**src/rtl/core/pmsc_pkg.sv**
```systemverilog
// Types and constants shared by the motor speed controller modules.
`timescale 1ns / 1ps

package pmsc_pkg;

  localparam int GAIN_W     = 16;
  localparam int SPAN_W     = 32;
  localparam int TGT_W      = 16;
  localparam int BUDGET_W   = 16;
  localparam int MEAS_W     = 16;
  localparam int FUNC_W     = 2;
  localparam int CFG_IDX_W  = 3;
  localparam int CFG_DATA_W = 32;
  localparam int MPLIER_W   = 16;
  localparam int FRAC_BITS  = 8;
  localparam int TERMS      = 3;

  localparam logic [CFG_IDX_W-1:0] REG_GAIN_P      = 3'd0;
  localparam logic [CFG_IDX_W-1:0] REG_GAIN_I      = 3'd1;
  localparam logic [CFG_IDX_W-1:0] REG_GAIN_D      = 3'd2;
  localparam logic [CFG_IDX_W-1:0] REG_SUM_FLOOR   = 3'd3;
  localparam logic [CFG_IDX_W-1:0] REG_SUM_CEILING = 3'd4;

  localparam logic signed [GAIN_W-1:0] GAIN_P_RESET      = 16'sd256;
  localparam logic signed [SPAN_W-1:0] SUM_CEILING_RESET = 32'sd65535;

  typedef enum logic [FUNC_W-1:0] {
    FUNC_EDGE   = 2'd0,
    FUNC_TICK   = 2'd1,
    FUNC_TARGET = 2'd2,
    FUNC_BRAKE  = 2'd3
  } func_t;

  typedef enum logic [3:0] {
    S_IDLE,
    S_ERR,
    S_INT,
    S_LOAD,
    S_MUL,
    S_CMP,
    S_RNG,
    S_SCALE,
    S_DIVLD,
    S_DIV,
    S_QUOT,
    S_DONE,
    S_REPORT
  } state_t;

  typedef struct packed {
    logic clear;
    logic load_mul;
    logic msigned;
    logic mul_step;
    logic load_div;
    logic div_step;
  } alu_ctrl_t;

endpackage

```
**src/rtl/core/pmsc_alu.sv**
```systemverilog
// Shared shift-add multiplier-accumulator and restoring divider of the controller.
`timescale 1ns / 1ps

module pmsc_alu #(
  parameter int ACC_W     = 64,
  parameter int DUTY_BITS = 10
) (
  input  logic                                  clk,
  input  logic                                  rst,
  input  pmsc_pkg::alu_ctrl_t                   ctrl,
  input  logic [ACC_W-1:0]                      mcand_in,
  input  logic [pmsc_pkg::MPLIER_W-1:0]         mplier_in,
  input  logic [pmsc_pkg::SPAN_W+DUTY_BITS-1:0] dividend_in,
  input  logic [pmsc_pkg::SPAN_W-1:0]           divisor_in,
  output logic [ACC_W-1:0]                      acc,
  output logic [DUTY_BITS-1:0]                  quot,
  output logic                                  last
);

  localparam int NUM_W = pmsc_pkg::SPAN_W + DUTY_BITS;
  localparam int CNT_W = $clog2(pmsc_pkg::MPLIER_W + 1);

  logic [ACC_W-1:0]                mcand;
  logic [pmsc_pkg::MPLIER_W-1:0]   mplier;
  logic                            msigned;
  logic [CNT_W-1:0]                cnt;
  logic [pmsc_pkg::SPAN_W-1:0]     rem;
  logic [pmsc_pkg::SPAN_W-1:0]     den;
  logic [DUTY_BITS-1:0]            low;
  logic [pmsc_pkg::SPAN_W:0]       trial;
  logic                            trial_ok;
  logic [ACC_W-1:0]                sum;

  assign last = (cnt == CNT_W'(1));

  // The top multiplier bit of a signed operand carries negative weight.
  always_comb begin
    trial    = {rem, low[DUTY_BITS-1]};
    trial_ok = (trial >= {1'b0, den});
    if (msigned && last) begin
      sum = acc - mcand;
    end else begin
      sum = acc + mcand;
    end
  end

  always_ff @(posedge clk) begin
    if (rst) begin
      cnt <= '0;
    end else if (ctrl.load_mul) begin
      cnt <= CNT_W'(pmsc_pkg::MPLIER_W);
    end else if (ctrl.load_div) begin
      cnt <= CNT_W'(DUTY_BITS);
    end else if ((ctrl.mul_step || ctrl.div_step) && cnt != '0) begin
      cnt <= cnt - 1'b1;
    end
  end

  always_ff @(posedge clk) begin
    if (ctrl.clear) begin
      acc <= '0;
    end else if (ctrl.mul_step && mplier[0]) begin
      acc <= sum;
    end
    if (ctrl.load_mul) begin
      mcand   <= mcand_in;
      mplier  <= mplier_in;
      msigned <= ctrl.msigned;
    end else if (ctrl.mul_step) begin
      mcand  <= mcand << 1;
      mplier <= mplier >> 1;
    end
    if (ctrl.load_div) begin
      rem  <= dividend_in[NUM_W-1:DUTY_BITS];
      low  <= dividend_in[DUTY_BITS-1:0];
      den  <= divisor_in;
      quot <= '0;
    end else if (ctrl.div_step) begin
      rem  <= trial_ok ? pmsc_pkg::SPAN_W'(trial - {1'b0, den})
                       : trial[pmsc_pkg::SPAN_W-1:0];
      low  <= low << 1;
      quot <= {quot[DUTY_BITS-2:0], trial_ok};
    end
  end

endmodule

```
**src/rtl/core/pid_motor_speed_controller.sv**
```systemverilog
// Top level of the motor speed PID controller with its event sequencer.
// Encoder, target, brake and idle tick items go from acceptance straight to the report state.
// A tick that runs a PID step passes through three 16-step serial products and, unless the
// duty saturates, a 16-step scaling product and a one-bit-a-cycle divider before its report;
// the next item is taken as its result is offered, and a result left waiting holds the next
// report. Reset clears the tracking state and returns the configuration to its defaults.
`timescale 1ns / 1ps

module pid_motor_speed_controller #(
  parameter int COUNT_BITS    = 16,
  parameter int DUTY_MAX      = 1023,
  parameter int INTEGRAL_BITS = 32
) (
  input  logic                              clk,
  input  logic                              rst,
  input  logic                              s_tvalid,
  output logic                              s_tready,
  // target_signed, cycle_budget, brake_request, zero padding
  input  logic [((pmsc_pkg::TGT_W + pmsc_pkg::BUDGET_W + 1 + 7) / 8) * 8 - 1:0] s_tdata,
  // func
  input  logic [pmsc_pkg::FUNC_W-1:0]       s_tuser,
  output logic                              m_tvalid,
  input  logic                              m_tready,
  // duty, reverse_line, braking, measured_ticks, cycles_left, zero padding
  output logic [(($clog2(DUTY_MAX + 1) + 2 + pmsc_pkg::MEAS_W + pmsc_pkg::BUDGET_W + 7)
                 / 8) * 8 - 1:0]              m_tdata,
  // duty_updated
  output logic [0:0]                        m_tuser,
  input  logic                              cfg_valid,
  output logic                              cfg_ready,
  input  logic [pmsc_pkg::CFG_IDX_W-1:0]    cfg_index,
  input  logic [pmsc_pkg::CFG_DATA_W-1:0]   cfg_data
);

  localparam int DB      = $clog2(DUTY_MAX + 1);
  localparam int MAG_W   = pmsc_pkg::TGT_W;
  localparam int EW      = ((COUNT_BITS > MAG_W) ? COUNT_BITS : MAG_W) + 1;
  localparam int DW      = EW + 1;
  localparam int OPW     = (INTEGRAL_BITS > DW) ? INTEGRAL_BITS : DW;
  localparam int SUM_W   = pmsc_pkg::GAIN_W + OPW + 2;
  localparam int NUM_W   = pmsc_pkg::SPAN_W + DB;
  localparam int ACC_W   = (SUM_W > NUM_W) ? SUM_W : NUM_W;
  localparam int QW      = ACC_W - pmsc_pkg::FRAC_BITS;
  localparam int IW      = ((INTEGRAL_BITS > EW) ? INTEGRAL_BITS : EW) + 1;
  localparam int OUT_PAD = ((DB + 2 + pmsc_pkg::MEAS_W + pmsc_pkg::BUDGET_W + 7) / 8) * 8;
  localparam int TB_LO   = pmsc_pkg::TGT_W;
  localparam int BR_BIT  = pmsc_pkg::TGT_W + pmsc_pkg::BUDGET_W;

  localparam logic signed [IW-1:0] INT_MAX = IW'({1'b0, {(INTEGRAL_BITS-1){1'b1}}});
  localparam logic signed [IW-1:0] INT_MIN = ~INT_MAX;

  pmsc_pkg::state_t    state, state_next;
  pmsc_pkg::alu_ctrl_t ctrl;
  pmsc_pkg::func_t     func;

  logic signed [pmsc_pkg::GAIN_W-1:0] gain_p, gain_i, gain_d;
  logic signed [pmsc_pkg::SPAN_W-1:0] sum_floor, sum_ceiling;

  logic [COUNT_BITS-1:0]            edge_count;
  logic [MAG_W-1:0]                 target_magnitude;
  logic                             direction;
  logic [pmsc_pkg::BUDGET_W-1:0]    periods_remaining;
  logic signed [INTEGRAL_BITS-1:0]  error_integral;
  logic signed [EW-1:0]             previous_error;
  logic                             brake_engaged;
  logic [DB-1:0]                    last_duty;
  logic [COUNT_BITS-1:0]            last_measured;

  logic signed [EW-1:0]             e_r;
  logic signed [INTEGRAL_BITS-1:0]  integ_r;
  logic signed [DW-1:0]             de_r;
  logic [1:0]                       k;
  logic signed [QW-1:0]             q_r;
  logic                             f_ge_lo, f_le_lo, f_ge_hi, f_le_hi, f_up, f_eq;
  logic [pmsc_pkg::SPAN_W-1:0]      den_r;
  logic [DB-1:0]                    dnew;
  logic                             upd_r;

  logic                             accept;
  logic                             out_load;
  logic                             pid_go;
  logic signed [pmsc_pkg::TGT_W-1:0] tgt;
  logic signed [pmsc_pkg::TGT_W:0]  tgt_neg;
  logic signed [EW-1:0]             e_next;
  logic signed [IW-1:0]             isum;
  logic signed [INTEGRAL_BITS-1:0]  integ_sat;
  logic signed [DW-1:0]             de_next;
  logic signed [ACC_W-1:0]          acc_sh;
  logic signed [QW-1:0]             q_c;
  logic signed [QW-1:0]             lo_q, hi_q;
  logic signed [QW-1:0]             d_up, d_dn;
  logic [pmsc_pkg::SPAN_W-1:0]      num, den;
  logic                             sat_zero, sat_full;
  logic [ACC_W-1:0]                 mcand_sel;
  logic [pmsc_pkg::MPLIER_W-1:0]    mplier_sel;
  logic [ACC_W-1:0]                 acc;
  logic [DB-1:0]                    quot;
  logic                             alu_last;

  assign cfg_ready = 1'b1;
  assign func      = pmsc_pkg::func_t'(s_tuser);
  assign accept    = s_tvalid && s_tready;
  assign out_load  = (state == pmsc_pkg::S_REPORT) && (!m_tvalid || m_tready);
  assign pid_go    = (func == pmsc_pkg::FUNC_TICK) && !brake_engaged && (periods_remaining != '0);
  assign tgt       = $signed(s_tdata[pmsc_pkg::TGT_W-1:0]);
  assign tgt_neg   = -((pmsc_pkg::TGT_W + 1)'(tgt));

  always_comb begin
    e_next = $signed({{(EW-MAG_W){1'b0}}, target_magnitude})
           - $signed({{(EW-COUNT_BITS){1'b0}}, edge_count});
    isum   = IW'(error_integral) + IW'(e_r);
    if (isum > INT_MAX) begin
      integ_sat = INTEGRAL_BITS'(INT_MAX);
    end else if (isum < INT_MIN) begin
      integ_sat = INTEGRAL_BITS'(INT_MIN);
    end else begin
      integ_sat = INTEGRAL_BITS'(isum);
    end
    de_next = DW'(e_r) - DW'(previous_error);
    acc_sh  = $signed(acc) >>> pmsc_pkg::FRAC_BITS;
    q_c     = $signed(acc_sh[QW-1:0]);
    lo_q    = QW'(sum_floor);
    hi_q    = QW'(sum_ceiling);
    d_up    = q_r - lo_q;
    d_dn    = lo_q - q_r;
    num     = f_up ? d_up[pmsc_pkg::SPAN_W-1:0] : d_dn[pmsc_pkg::SPAN_W-1:0];
    den     = f_up ? pmsc_pkg::SPAN_W'(sum_ceiling - sum_floor)
                   : pmsc_pkg::SPAN_W'(sum_floor - sum_ceiling);
    if (f_eq) begin
      sat_full = f_ge_lo;
      sat_zero = !f_ge_lo;
    end else if (f_up) begin
      sat_zero = f_le_lo;
      sat_full = !f_le_lo && f_ge_hi;
    end else begin
      sat_zero = f_ge_lo;
      sat_full = !f_ge_lo && f_le_hi;
    end
  end

  always_comb begin
    case (k)
      2'd0: begin
        mcand_sel  = ACC_W'(e_r);
        mplier_sel = gain_p;
      end
      2'd1: begin
        mcand_sel  = ACC_W'(integ_r);
        mplier_sel = gain_i;
      end
      default: begin
        mcand_sel  = ACC_W'(de_r);
        mplier_sel = gain_d;
      end
    endcase
    if (state == pmsc_pkg::S_RNG) begin
      mcand_sel  = ACC_W'(num);
      mplier_sel = pmsc_pkg::MPLIER_W'(DUTY_MAX);
    end
  end

  always_ff @(posedge clk) begin
    if (rst) begin
      state <= pmsc_pkg::S_IDLE;
    end else begin
      state <= state_next;
    end
  end

  always_comb begin
    state_next = state;
    ctrl       = '0;
    s_tready   = 1'b0;
    unique case (state)
      pmsc_pkg::S_IDLE: begin
        s_tready = 1'b1;
        if (accept) begin
          state_next = pid_go ? pmsc_pkg::S_ERR : pmsc_pkg::S_REPORT;
        end
      end
      pmsc_pkg::S_ERR: begin
        state_next = pmsc_pkg::S_INT;
      end
      pmsc_pkg::S_INT: begin
        ctrl.clear = 1'b1;
        state_next = pmsc_pkg::S_LOAD;
      end
      pmsc_pkg::S_LOAD: begin
        ctrl.load_mul = 1'b1;
        ctrl.msigned  = 1'b1;
        state_next    = pmsc_pkg::S_MUL;
      end
      pmsc_pkg::S_MUL: begin
        ctrl.mul_step = 1'b1;
        if (alu_last) begin
          state_next = (k == 2'(pmsc_pkg::TERMS - 1)) ? pmsc_pkg::S_CMP : pmsc_pkg::S_LOAD;
        end
      end
      pmsc_pkg::S_CMP: begin
        state_next = pmsc_pkg::S_RNG;
      end
      pmsc_pkg::S_RNG: begin
        if (sat_zero || sat_full) begin
          state_next = pmsc_pkg::S_DONE;
        end else begin
          ctrl.clear    = 1'b1;
          ctrl.load_mul = 1'b1;
          state_next    = pmsc_pkg::S_SCALE;
        end
      end
      pmsc_pkg::S_SCALE: begin
        ctrl.mul_step = 1'b1;
        if (alu_last) begin
          state_next = pmsc_pkg::S_DIVLD;
        end
      end
      pmsc_pkg::S_DIVLD: begin
        ctrl.load_div = 1'b1;
        state_next    = pmsc_pkg::S_DIV;
      end
      pmsc_pkg::S_DIV: begin
        ctrl.div_step = 1'b1;
        if (alu_last) begin
          state_next = pmsc_pkg::S_QUOT;
        end
      end
      pmsc_pkg::S_QUOT: begin
        state_next = pmsc_pkg::S_DONE;
      end
      pmsc_pkg::S_DONE: begin
        state_next = pmsc_pkg::S_REPORT;
      end
      pmsc_pkg::S_REPORT: begin
        if (out_load) begin
          state_next = pmsc_pkg::S_IDLE;
        end
      end
      default: begin
        state_next = pmsc_pkg::S_IDLE;
      end
    endcase
  end

  always_ff @(posedge clk) begin
    if (rst) begin
      gain_p      <= pmsc_pkg::GAIN_P_RESET;
      gain_i      <= '0;
      gain_d      <= '0;
      sum_floor   <= '0;
      sum_ceiling <= pmsc_pkg::SUM_CEILING_RESET;
    end else if (cfg_valid && cfg_ready) begin
      unique case (cfg_index)
        pmsc_pkg::REG_GAIN_P:      gain_p      <= $signed(cfg_data[pmsc_pkg::GAIN_W-1:0]);
        pmsc_pkg::REG_GAIN_I:      gain_i      <= $signed(cfg_data[pmsc_pkg::GAIN_W-1:0]);
        pmsc_pkg::REG_GAIN_D:      gain_d      <= $signed(cfg_data[pmsc_pkg::GAIN_W-1:0]);
        pmsc_pkg::REG_SUM_FLOOR:   sum_floor   <= $signed(cfg_data[pmsc_pkg::SPAN_W-1:0]);
        pmsc_pkg::REG_SUM_CEILING: sum_ceiling <= $signed(cfg_data[pmsc_pkg::SPAN_W-1:0]);
        default: begin
        end
      endcase
    end
  end

  always_ff @(posedge clk) begin
    if (rst) begin
      edge_count        <= '0;
      target_magnitude  <= '0;
      direction         <= 1'b0;
      periods_remaining <= '0;
      error_integral    <= '0;
      previous_error    <= '0;
      brake_engaged     <= 1'b0;
      last_duty         <= '0;
      last_measured     <= '0;
      upd_r             <= 1'b0;
    end else if (state == pmsc_pkg::S_IDLE && accept) begin
      upd_r <= 1'b0;
      case (func)
        pmsc_pkg::FUNC_EDGE: begin
          edge_count <= edge_count + 1'b1;
        end
        pmsc_pkg::FUNC_TARGET: begin
          direction         <= !(tgt > 0);
          target_magnitude  <= (tgt > 0) ? tgt[MAG_W-1:0] : tgt_neg[MAG_W-1:0];
          periods_remaining <= s_tdata[BR_BIT-1:TB_LO];
        end
        pmsc_pkg::FUNC_BRAKE: begin
          brake_engaged <= s_tdata[BR_BIT];
        end
        default: begin
        end
      endcase
    end else if (state == pmsc_pkg::S_DONE) begin
      upd_r             <= 1'b1;
      error_integral    <= integ_r;
      previous_error    <= e_r;
      last_duty         <= dnew;
      last_measured     <= edge_count;
      edge_count        <= '0;
      periods_remaining <= periods_remaining - 1'b1;
    end
  end

  always_ff @(posedge clk) begin
    case (state)
      pmsc_pkg::S_ERR: begin
        e_r <= e_next;
      end
      pmsc_pkg::S_INT: begin
        integ_r <= integ_sat;
        de_r    <= de_next;
        k       <= '0;
      end
      pmsc_pkg::S_MUL: begin
        if (alu_last) begin
          k <= k + 1'b1;
        end
      end
      pmsc_pkg::S_CMP: begin
        q_r     <= q_c;
        f_ge_lo <= (q_c >= lo_q);
        f_le_lo <= (q_c <= lo_q);
        f_ge_hi <= (q_c >= hi_q);
        f_le_hi <= (q_c <= hi_q);
        f_up    <= (sum_floor < sum_ceiling);
        f_eq    <= (sum_floor == sum_ceiling);
      end
      pmsc_pkg::S_RNG: begin
        den_r <= den;
        dnew  <= sat_full ? DB'(DUTY_MAX) : '0;
      end
      pmsc_pkg::S_QUOT: begin
        dnew <= quot;
      end
      default: begin
      end
    endcase
  end

  always_ff @(posedge clk) begin
    if (rst) begin
      m_tvalid <= 1'b0;
    end else if (out_load) begin
      m_tvalid <= 1'b1;
    end else if (m_tready) begin
      m_tvalid <= 1'b0;
    end
  end

  always_ff @(posedge clk) begin
    if (out_load) begin
      m_tdata <= OUT_PAD'({periods_remaining, pmsc_pkg::MEAS_W'(last_measured),
                           brake_engaged, direction, last_duty});
      m_tuser <= upd_r;
    end
  end

  pmsc_alu #(
    .ACC_W     (ACC_W),
    .DUTY_BITS (DB)
  ) u_alu (
    .clk         (clk),
    .rst         (rst),
    .ctrl        (ctrl),
    .mcand_in    (mcand_sel),
    .mplier_in   (mplier_sel),
    .dividend_in (acc[NUM_W-1:0]),
    .divisor_in  (den_r),
    .acc         (acc),
    .quot        (quot),
    .last        (alu_last)
  );

endmodule

```
**config.mk**
```make
export PLATFORM = sky130hd
export DESIGN_NAME = pid_motor_speed_controller
export DESIGN_NICKNAME = d
export VERILOG_FILES = /design/src/rtl/core/pmsc_pkg.sv /design/src/rtl/core/pmsc_alu.sv /design/src/rtl/core/pid_motor_speed_controller.sv
export SDC_FILE = /design/constraint.sdc
export NUM_CORES = 2
export LEC_CHECK = 0
export BUFFER_PORTS_ARGS = -buffer_cell sky130_fd_sc_hd__buf_2
export CORE_MARGIN = 2
export CORE_UTILIZATION = 43
export CTS_CLUSTER_SIZE = 10
export DETAILED_ROUTE_END_ITERATION = 7
export PLACE_DENSITY = 0.67
export REMOVE_ABC_BUFFERS = 1
export SLEW_MARGIN = 20
export SYNTH_ARGS = -nofsm -noshare
export SYNTH_HDL_FRONTEND = slang
export SYNTH_SLANG_ARGS = --single-unit
```
**constraint.sdc**
```tcl
create_clock -name clk -period 11 [get_ports clk]
set_input_delay 0.55 -clock clk [delete_from_list [all_inputs] [get_ports clk]]
set_output_delay 0.55 -clock clk [all_outputs]
set_load 0.02 [all_outputs]
```
After elaboration in Yosys (flattened, before gate mapping) --
Cells that the tools add are included. Widths: inputs -> output; s select.
Word-level totals: logic and storage cells 200, input port bits 82, output and inout port bits 52, register bits after elaboration 643
Cells by class: add/subtract/negate cells 15, bitwise gates (word level) 1, reductions and logical operators 48, eq/ne operators 30, order comparisons 9, muxes and demuxes 54
Operator list (number):
- $mux 50 | 4
- $mux 32 | 6
- $mux 16 | 10
- $sub 32x32->32 | 5
- $pmux 50 s2 | 1
- $ge 42x32->1 | 2
- $le 42x32->1 | 2
- $pmux 4 s13 | 1
- $add 50x50->50 | 1
- $sub 50x50->50 | 1
- $add 32x17->33 | 1
- $ge 33x32->1 | 1
- $gt 33x32->1 const B | 1
- $lt 33x32->1 const B | 1
- $eq 32x32->1 | 1
- $lt 32x32->1 | 1
- $pmux 16 s2 | 1
- $mux 10 | 3
- $mux 4 | 7
- $reduce_and 2->1 | 11
- $eq 4x4->1 const B | 5
- $pmux 10 s2 | 1
- $sub 17x17->18 | 1
- $sub 16x16->17 | 1
- other kinds (37) | 88

Logic depth before layout (Yosys ltp) --
depth in word-level cells 8, depth in mapped cells 22, gate-level depth less buffers 20

Modules after synthesis --
From an unflattened synthesis, not the netlist that was laid out.
Second synthesis, totals: cell total of the unflattened synthesis 4796, area total of the unflattened synthesis 42091.6 sq um
Modules (own cells, without submodules):
- pid_motor_speed_controller | times used 1, area an instance 28345.9 sq um, sequential area each 10690.3 sq um, cells an instance 3353
- pmsc_alu | times used 1, area an instance 13745.7 sq um, sequential area each 5535.3 sq um, cells an instance 1443

Least setup slack after synthesis --
No wires, ideal clock.
path kind reg2reg, start reg f_up, end reg u_alu.mcand[0], enable pin, arrival time 5.657 ns, stages on the path, launching flop included 9, buffers on the path 2, slack 4.772 ns, library setup time 0.571 ns, data required time 10.429 ns, path through edfxtp_1 clkbuf_1 nor3_1 a21oi_1 or2_1 clkbuf_1 nand2_1 a21oi_1 nor3_1
Between the ends: longest elaborated chain between the ends 6, elaborated cells on any way between the ends 8
RTL lines:
- from (decl) | RTL line pid_motor_speed_controller.sv:74 | logic f_ge_lo, f_le_lo, f_ge_hi, f_le_hi, f_up, f_eq;
- from (signal assigned) | RTL line pid_motor_speed_controller.sv:325 | f_up <= (sum_floor < sum_ceiling);
- $mux 1 | RTL line pid_motor_speed_controller.sv:132 | end else if (f_up) begin
- $mux 1 | RTL line pid_motor_speed_controller.sv:129 | if (f_eq) begin
- $logic_or 1x1->1 * | RTL line pid_motor_speed_controller.sv:203 | if (sat_zero || sat_full) begin
- $mux 2 * | RTL line pid_motor_speed_controller.sv:203
- $pmux 1 s2 * | RTL line pid_motor_speed_controller.sv:174 | unique case (state)
- $reduce_bool 2->1 (no source line) *
- to (signal assigned) | RTL line pmsc_alu.sv:66 | mcand <= mcand_in;
- to (signal assigned) | RTL line pmsc_alu.sv:70 | mcand <= mcand << 1;
- to (decl) | RTL line pmsc_alu.sv:23 | logic [ACC_W-1:0] mcand;
Every way passes the cells marked *; elsewhere a longest branch is shown, timed or not. A chain may end at the register's enable or synchronous reset.

Worst setup path in the final report --
start reg u_alu.mcand[14], end reg u_alu.acc[48]
Between the ends: longest elaborated chain between the ends 2, elaborated cells on any way between the ends 3
RTL lines:
- $add 50x50->50 / $sub 50x50->50 (equally long branches) | RTL line pmsc_alu.sv:43, pmsc_alu.sv:41
- $mux 50 * | RTL line pmsc_alu.sv:40 | if (msigned && last) begin
- to (signal assigned) | RTL line pmsc_alu.sv:63 | acc <= sum;
- to (decl) | RTL line pmsc_alu.sv:15 | output logic [ACC_W-1:0] acc,
Marked as above.

==> flow_metrics.tcl <==
set metrics [dict create \
    cts_setup_buffers 0 \
    async_reset_ff_share_pct 0 \
    setup_tns_ns 0 \
    cts_tree "done" \
    start_util_pct 43.2 \
    htreeDepth 3 \
    clk_path_buf_depth 3 \
    dp_slack_ns 5.89 \
    multiInputGateArea_um2 23500 \
    final.fill_count 9308 \
    finalSetupViolations 0 \
    numCtsBuffers 78 \
    critPathRequiredTime_ns 11.52 \
    yosys.area.top_type "edfxtp_1" \
    synth.cell_area_um2 41600 \
    gp_congestion 0.912 \
    yosys-top-cells-area "edfxtp_1 (24%), dfxtp_1 (15%), ha_1 (11%)" \
    hpwlAfterDp_um 84900 \
    area_delta_synth_final_pct 9.60 \
    rows 114 \
    vias 34833 \
    via_per_inst 5.67 \
    min_period_over_period_pct 46.9 \
    post_drt_wl_per_cell_um 18.6 \
    placedCellCount 5997 \
    slew_violations 0 \
    reg2reg_slack_ns 5.84 \
    yosysWarnings 0 \
    syn_inst 4803 \
    endpoint_kind "flop" \
    hold_ws_ns 0.160 \
    routed_wl_um 114000 \
    stdcell_area_um2 45600 \
    dieArea_um2 99300 \
    ff_latch_area_um2 16200 \
    track_usage_pct 22.7 \
    portBuffers 121 \
    cap_violations 0 \
    synthTopCellsByCount "nand2_1 (731), a21oi_1 (570), ha_1 (365)" \
    insertedDiodeCount 0 \
    ys_ff_latch 643 \
    clkTransAtPathRegs_ns 0.06 \
    status "complete, no violations" \
    nets 5257 \
    die_x_um 315 \
    fmax_mhz 194 \
    hold_path.class "input pin to flop" \
    leakagePower_uw 0.0184 \
    finalCriticalPeriod_ns 5.16 \
    irDropWorstVdd_mv 0.122 \
    critPathMaxStageDelay_ns 0.72 \
    layout.cells.non_filler 6141 \
    grt_max_degree 81 \
    grt_pass1_vias 33656 \
    io_pins 134 \
    yosysSeqAreaShare_pct 39.0 \
    finalHoldViolCount 0 \
    max-slew-margin-rel_pct 24.8 \
    core_region_area_um2 96300 \
    insertion_delay_ns 0.66 \
    root_buffer "clkbuf_16" \
    drtIter0Drc 2389 \
    crit_chain "or4_4, nor4_4, and2_2, nand2_1, nor4_1, a31o_2, nand2_1, xnor2_1, ha_1, a21oi_1, nor2b_1, nor4_1, o41ai_1, a311oi_1, a21oi_1, o21ai_0, a32o_1" \
    clock_sinks 643 \
    synth-main-ff-cell "edfxtp_1" \
    drive_above_1_share_pct 6.62 \
    grt_pass1_wl_um 182000 \
    synth.most_common_cell "nand2_1" \
    cp_slowest_cell "o41ai_1" \
    fin_ws_ns 5.84 \
    ant_nets 0 \
    arrival_ns 5.68 \
    critPathKind "flop to flop" \
    antenna_found_initial 3 \
    die_h_um 315 \
    drcViolationCount 0 \
    grt_overflow 0 \
    p_per_area_nw_per_um2 228 \
    ys_types 100 \
    avgSynthCellArea_um2 8.66 \
    startpoint_type "flop" \
    place_area_um2 43200 \
    firstDrtPassIters 6 \
    synth.top_cell.area_share_pct 24.2 \
    cts_resized 0 \
    crit_fanout 10 \
    synth_edf_count 335 \
    worst_slew_pin_slew_ns 1.12 \
    skew_ns 0.0374 \
    postCtsHoldBufs 0 \
    rsz0062_at_grt "no" \
]
[layout by cell type, fill, tap and decap left out, types with 88 or more instances in the layout]
cell and instances:
a21o_1 151, a21oi_1 570, buf_2 120, dfxtp_1 308, edfxtp_1 335, ha_1 364
inv_1 254, nand2_1 730, nand3_1 88, nor2_1 289, o21ai_0 203, xnor2_1 148
[routing by layer]
metal | track usage (%) | up-vias | wire (um)
li1 | - | 17333 | -
met1 | 29.8 | 16476 | 51800
met2 | 38.4 | 823 | 53700
met3 | 2.91 | 197 | 5120
met4 | 7.88 | 4 | 3710
met5 | 0 | - | 18
[kinds of logic after synthesis]
logic type | Yosys count | synth area share (%)
muxes | 28 | 0.686
adders and majority gates | 374 | 11.4
DFF | 643 | 39.0
other | 2 | 0.0181
buffers and inverters | 501 | 4.68
xor gates and xnor gates | 226 | 4.76
and+or+nand+nor | 1539 | 16.8
AOI/OAI and AO/OA | 1490 | 22.7
[per-stage QoR]
stage,total power [uW],util (%)
final,10400,47.4
after global routing,11100,47.4
after CTS,10400,47.4
after global placement,7830,44.9
after detailed placement,7910,44.9
after floorplan,6740,-
[cell type report]
cell class              instances  share of cell area [%]
repair buffers                158                    1.98
clock inverters                10                   0.305
flip-flops and latches        643                    35.6
clock buffers                 134                    4.95
multi-input cells            3662                    51.6
well taps                    1276                    3.50
inverters                     258                    2.12
[worst paths after layout]
check | startpoint | end | cells after the start
worst max-delay path | u_alu.mcand[14] | u_alu.acc[48] | 17
worst min-delay path | cfg_data[29] | sum_ceiling[29] | 3
worst max register to register | u_alu.mcand[14] | u_alu.acc[48] | 17
worst min register to register | den_r[5] | u_alu.den[5] | 0
[registers in the layout (all words and copies together) (netlist names), 17 cells and up]
name            count
integ_r            32
e_r                17
previous_error     17
de_r               18
u_alu.mcand        50
sum_floor          32
sum_ceiling        32
den_r              32
m_tdata            44
u_alu.rem          32
error_integral     32
u_alu.den          32
u_alu.acc          50
q_r                32
[critical path, delay by kind of cell (launching register included)]
kind | cells | cell delay [ns]
XOR/XNOR | 1 | 0.16
AO/OA/AOI/OAI | 7 | 2.05
AND/OR/NAND/NOR | 8 | 1.91
flip-flops | 1 | 0.45
adder cells (fa/ha/maj) | 1 | 0.49
[report_power, final]
part / leakage (uW) / total [uW] / switching, uW / internal (uW)
combinational: 0.0116 / 4330 / 2620 / 1720
clock: 0.00115 / 2450 / 1030 / 1420
sequential: 0.00558 / 3590 / 416 / 3170
(Power assumes the default switching activity.)
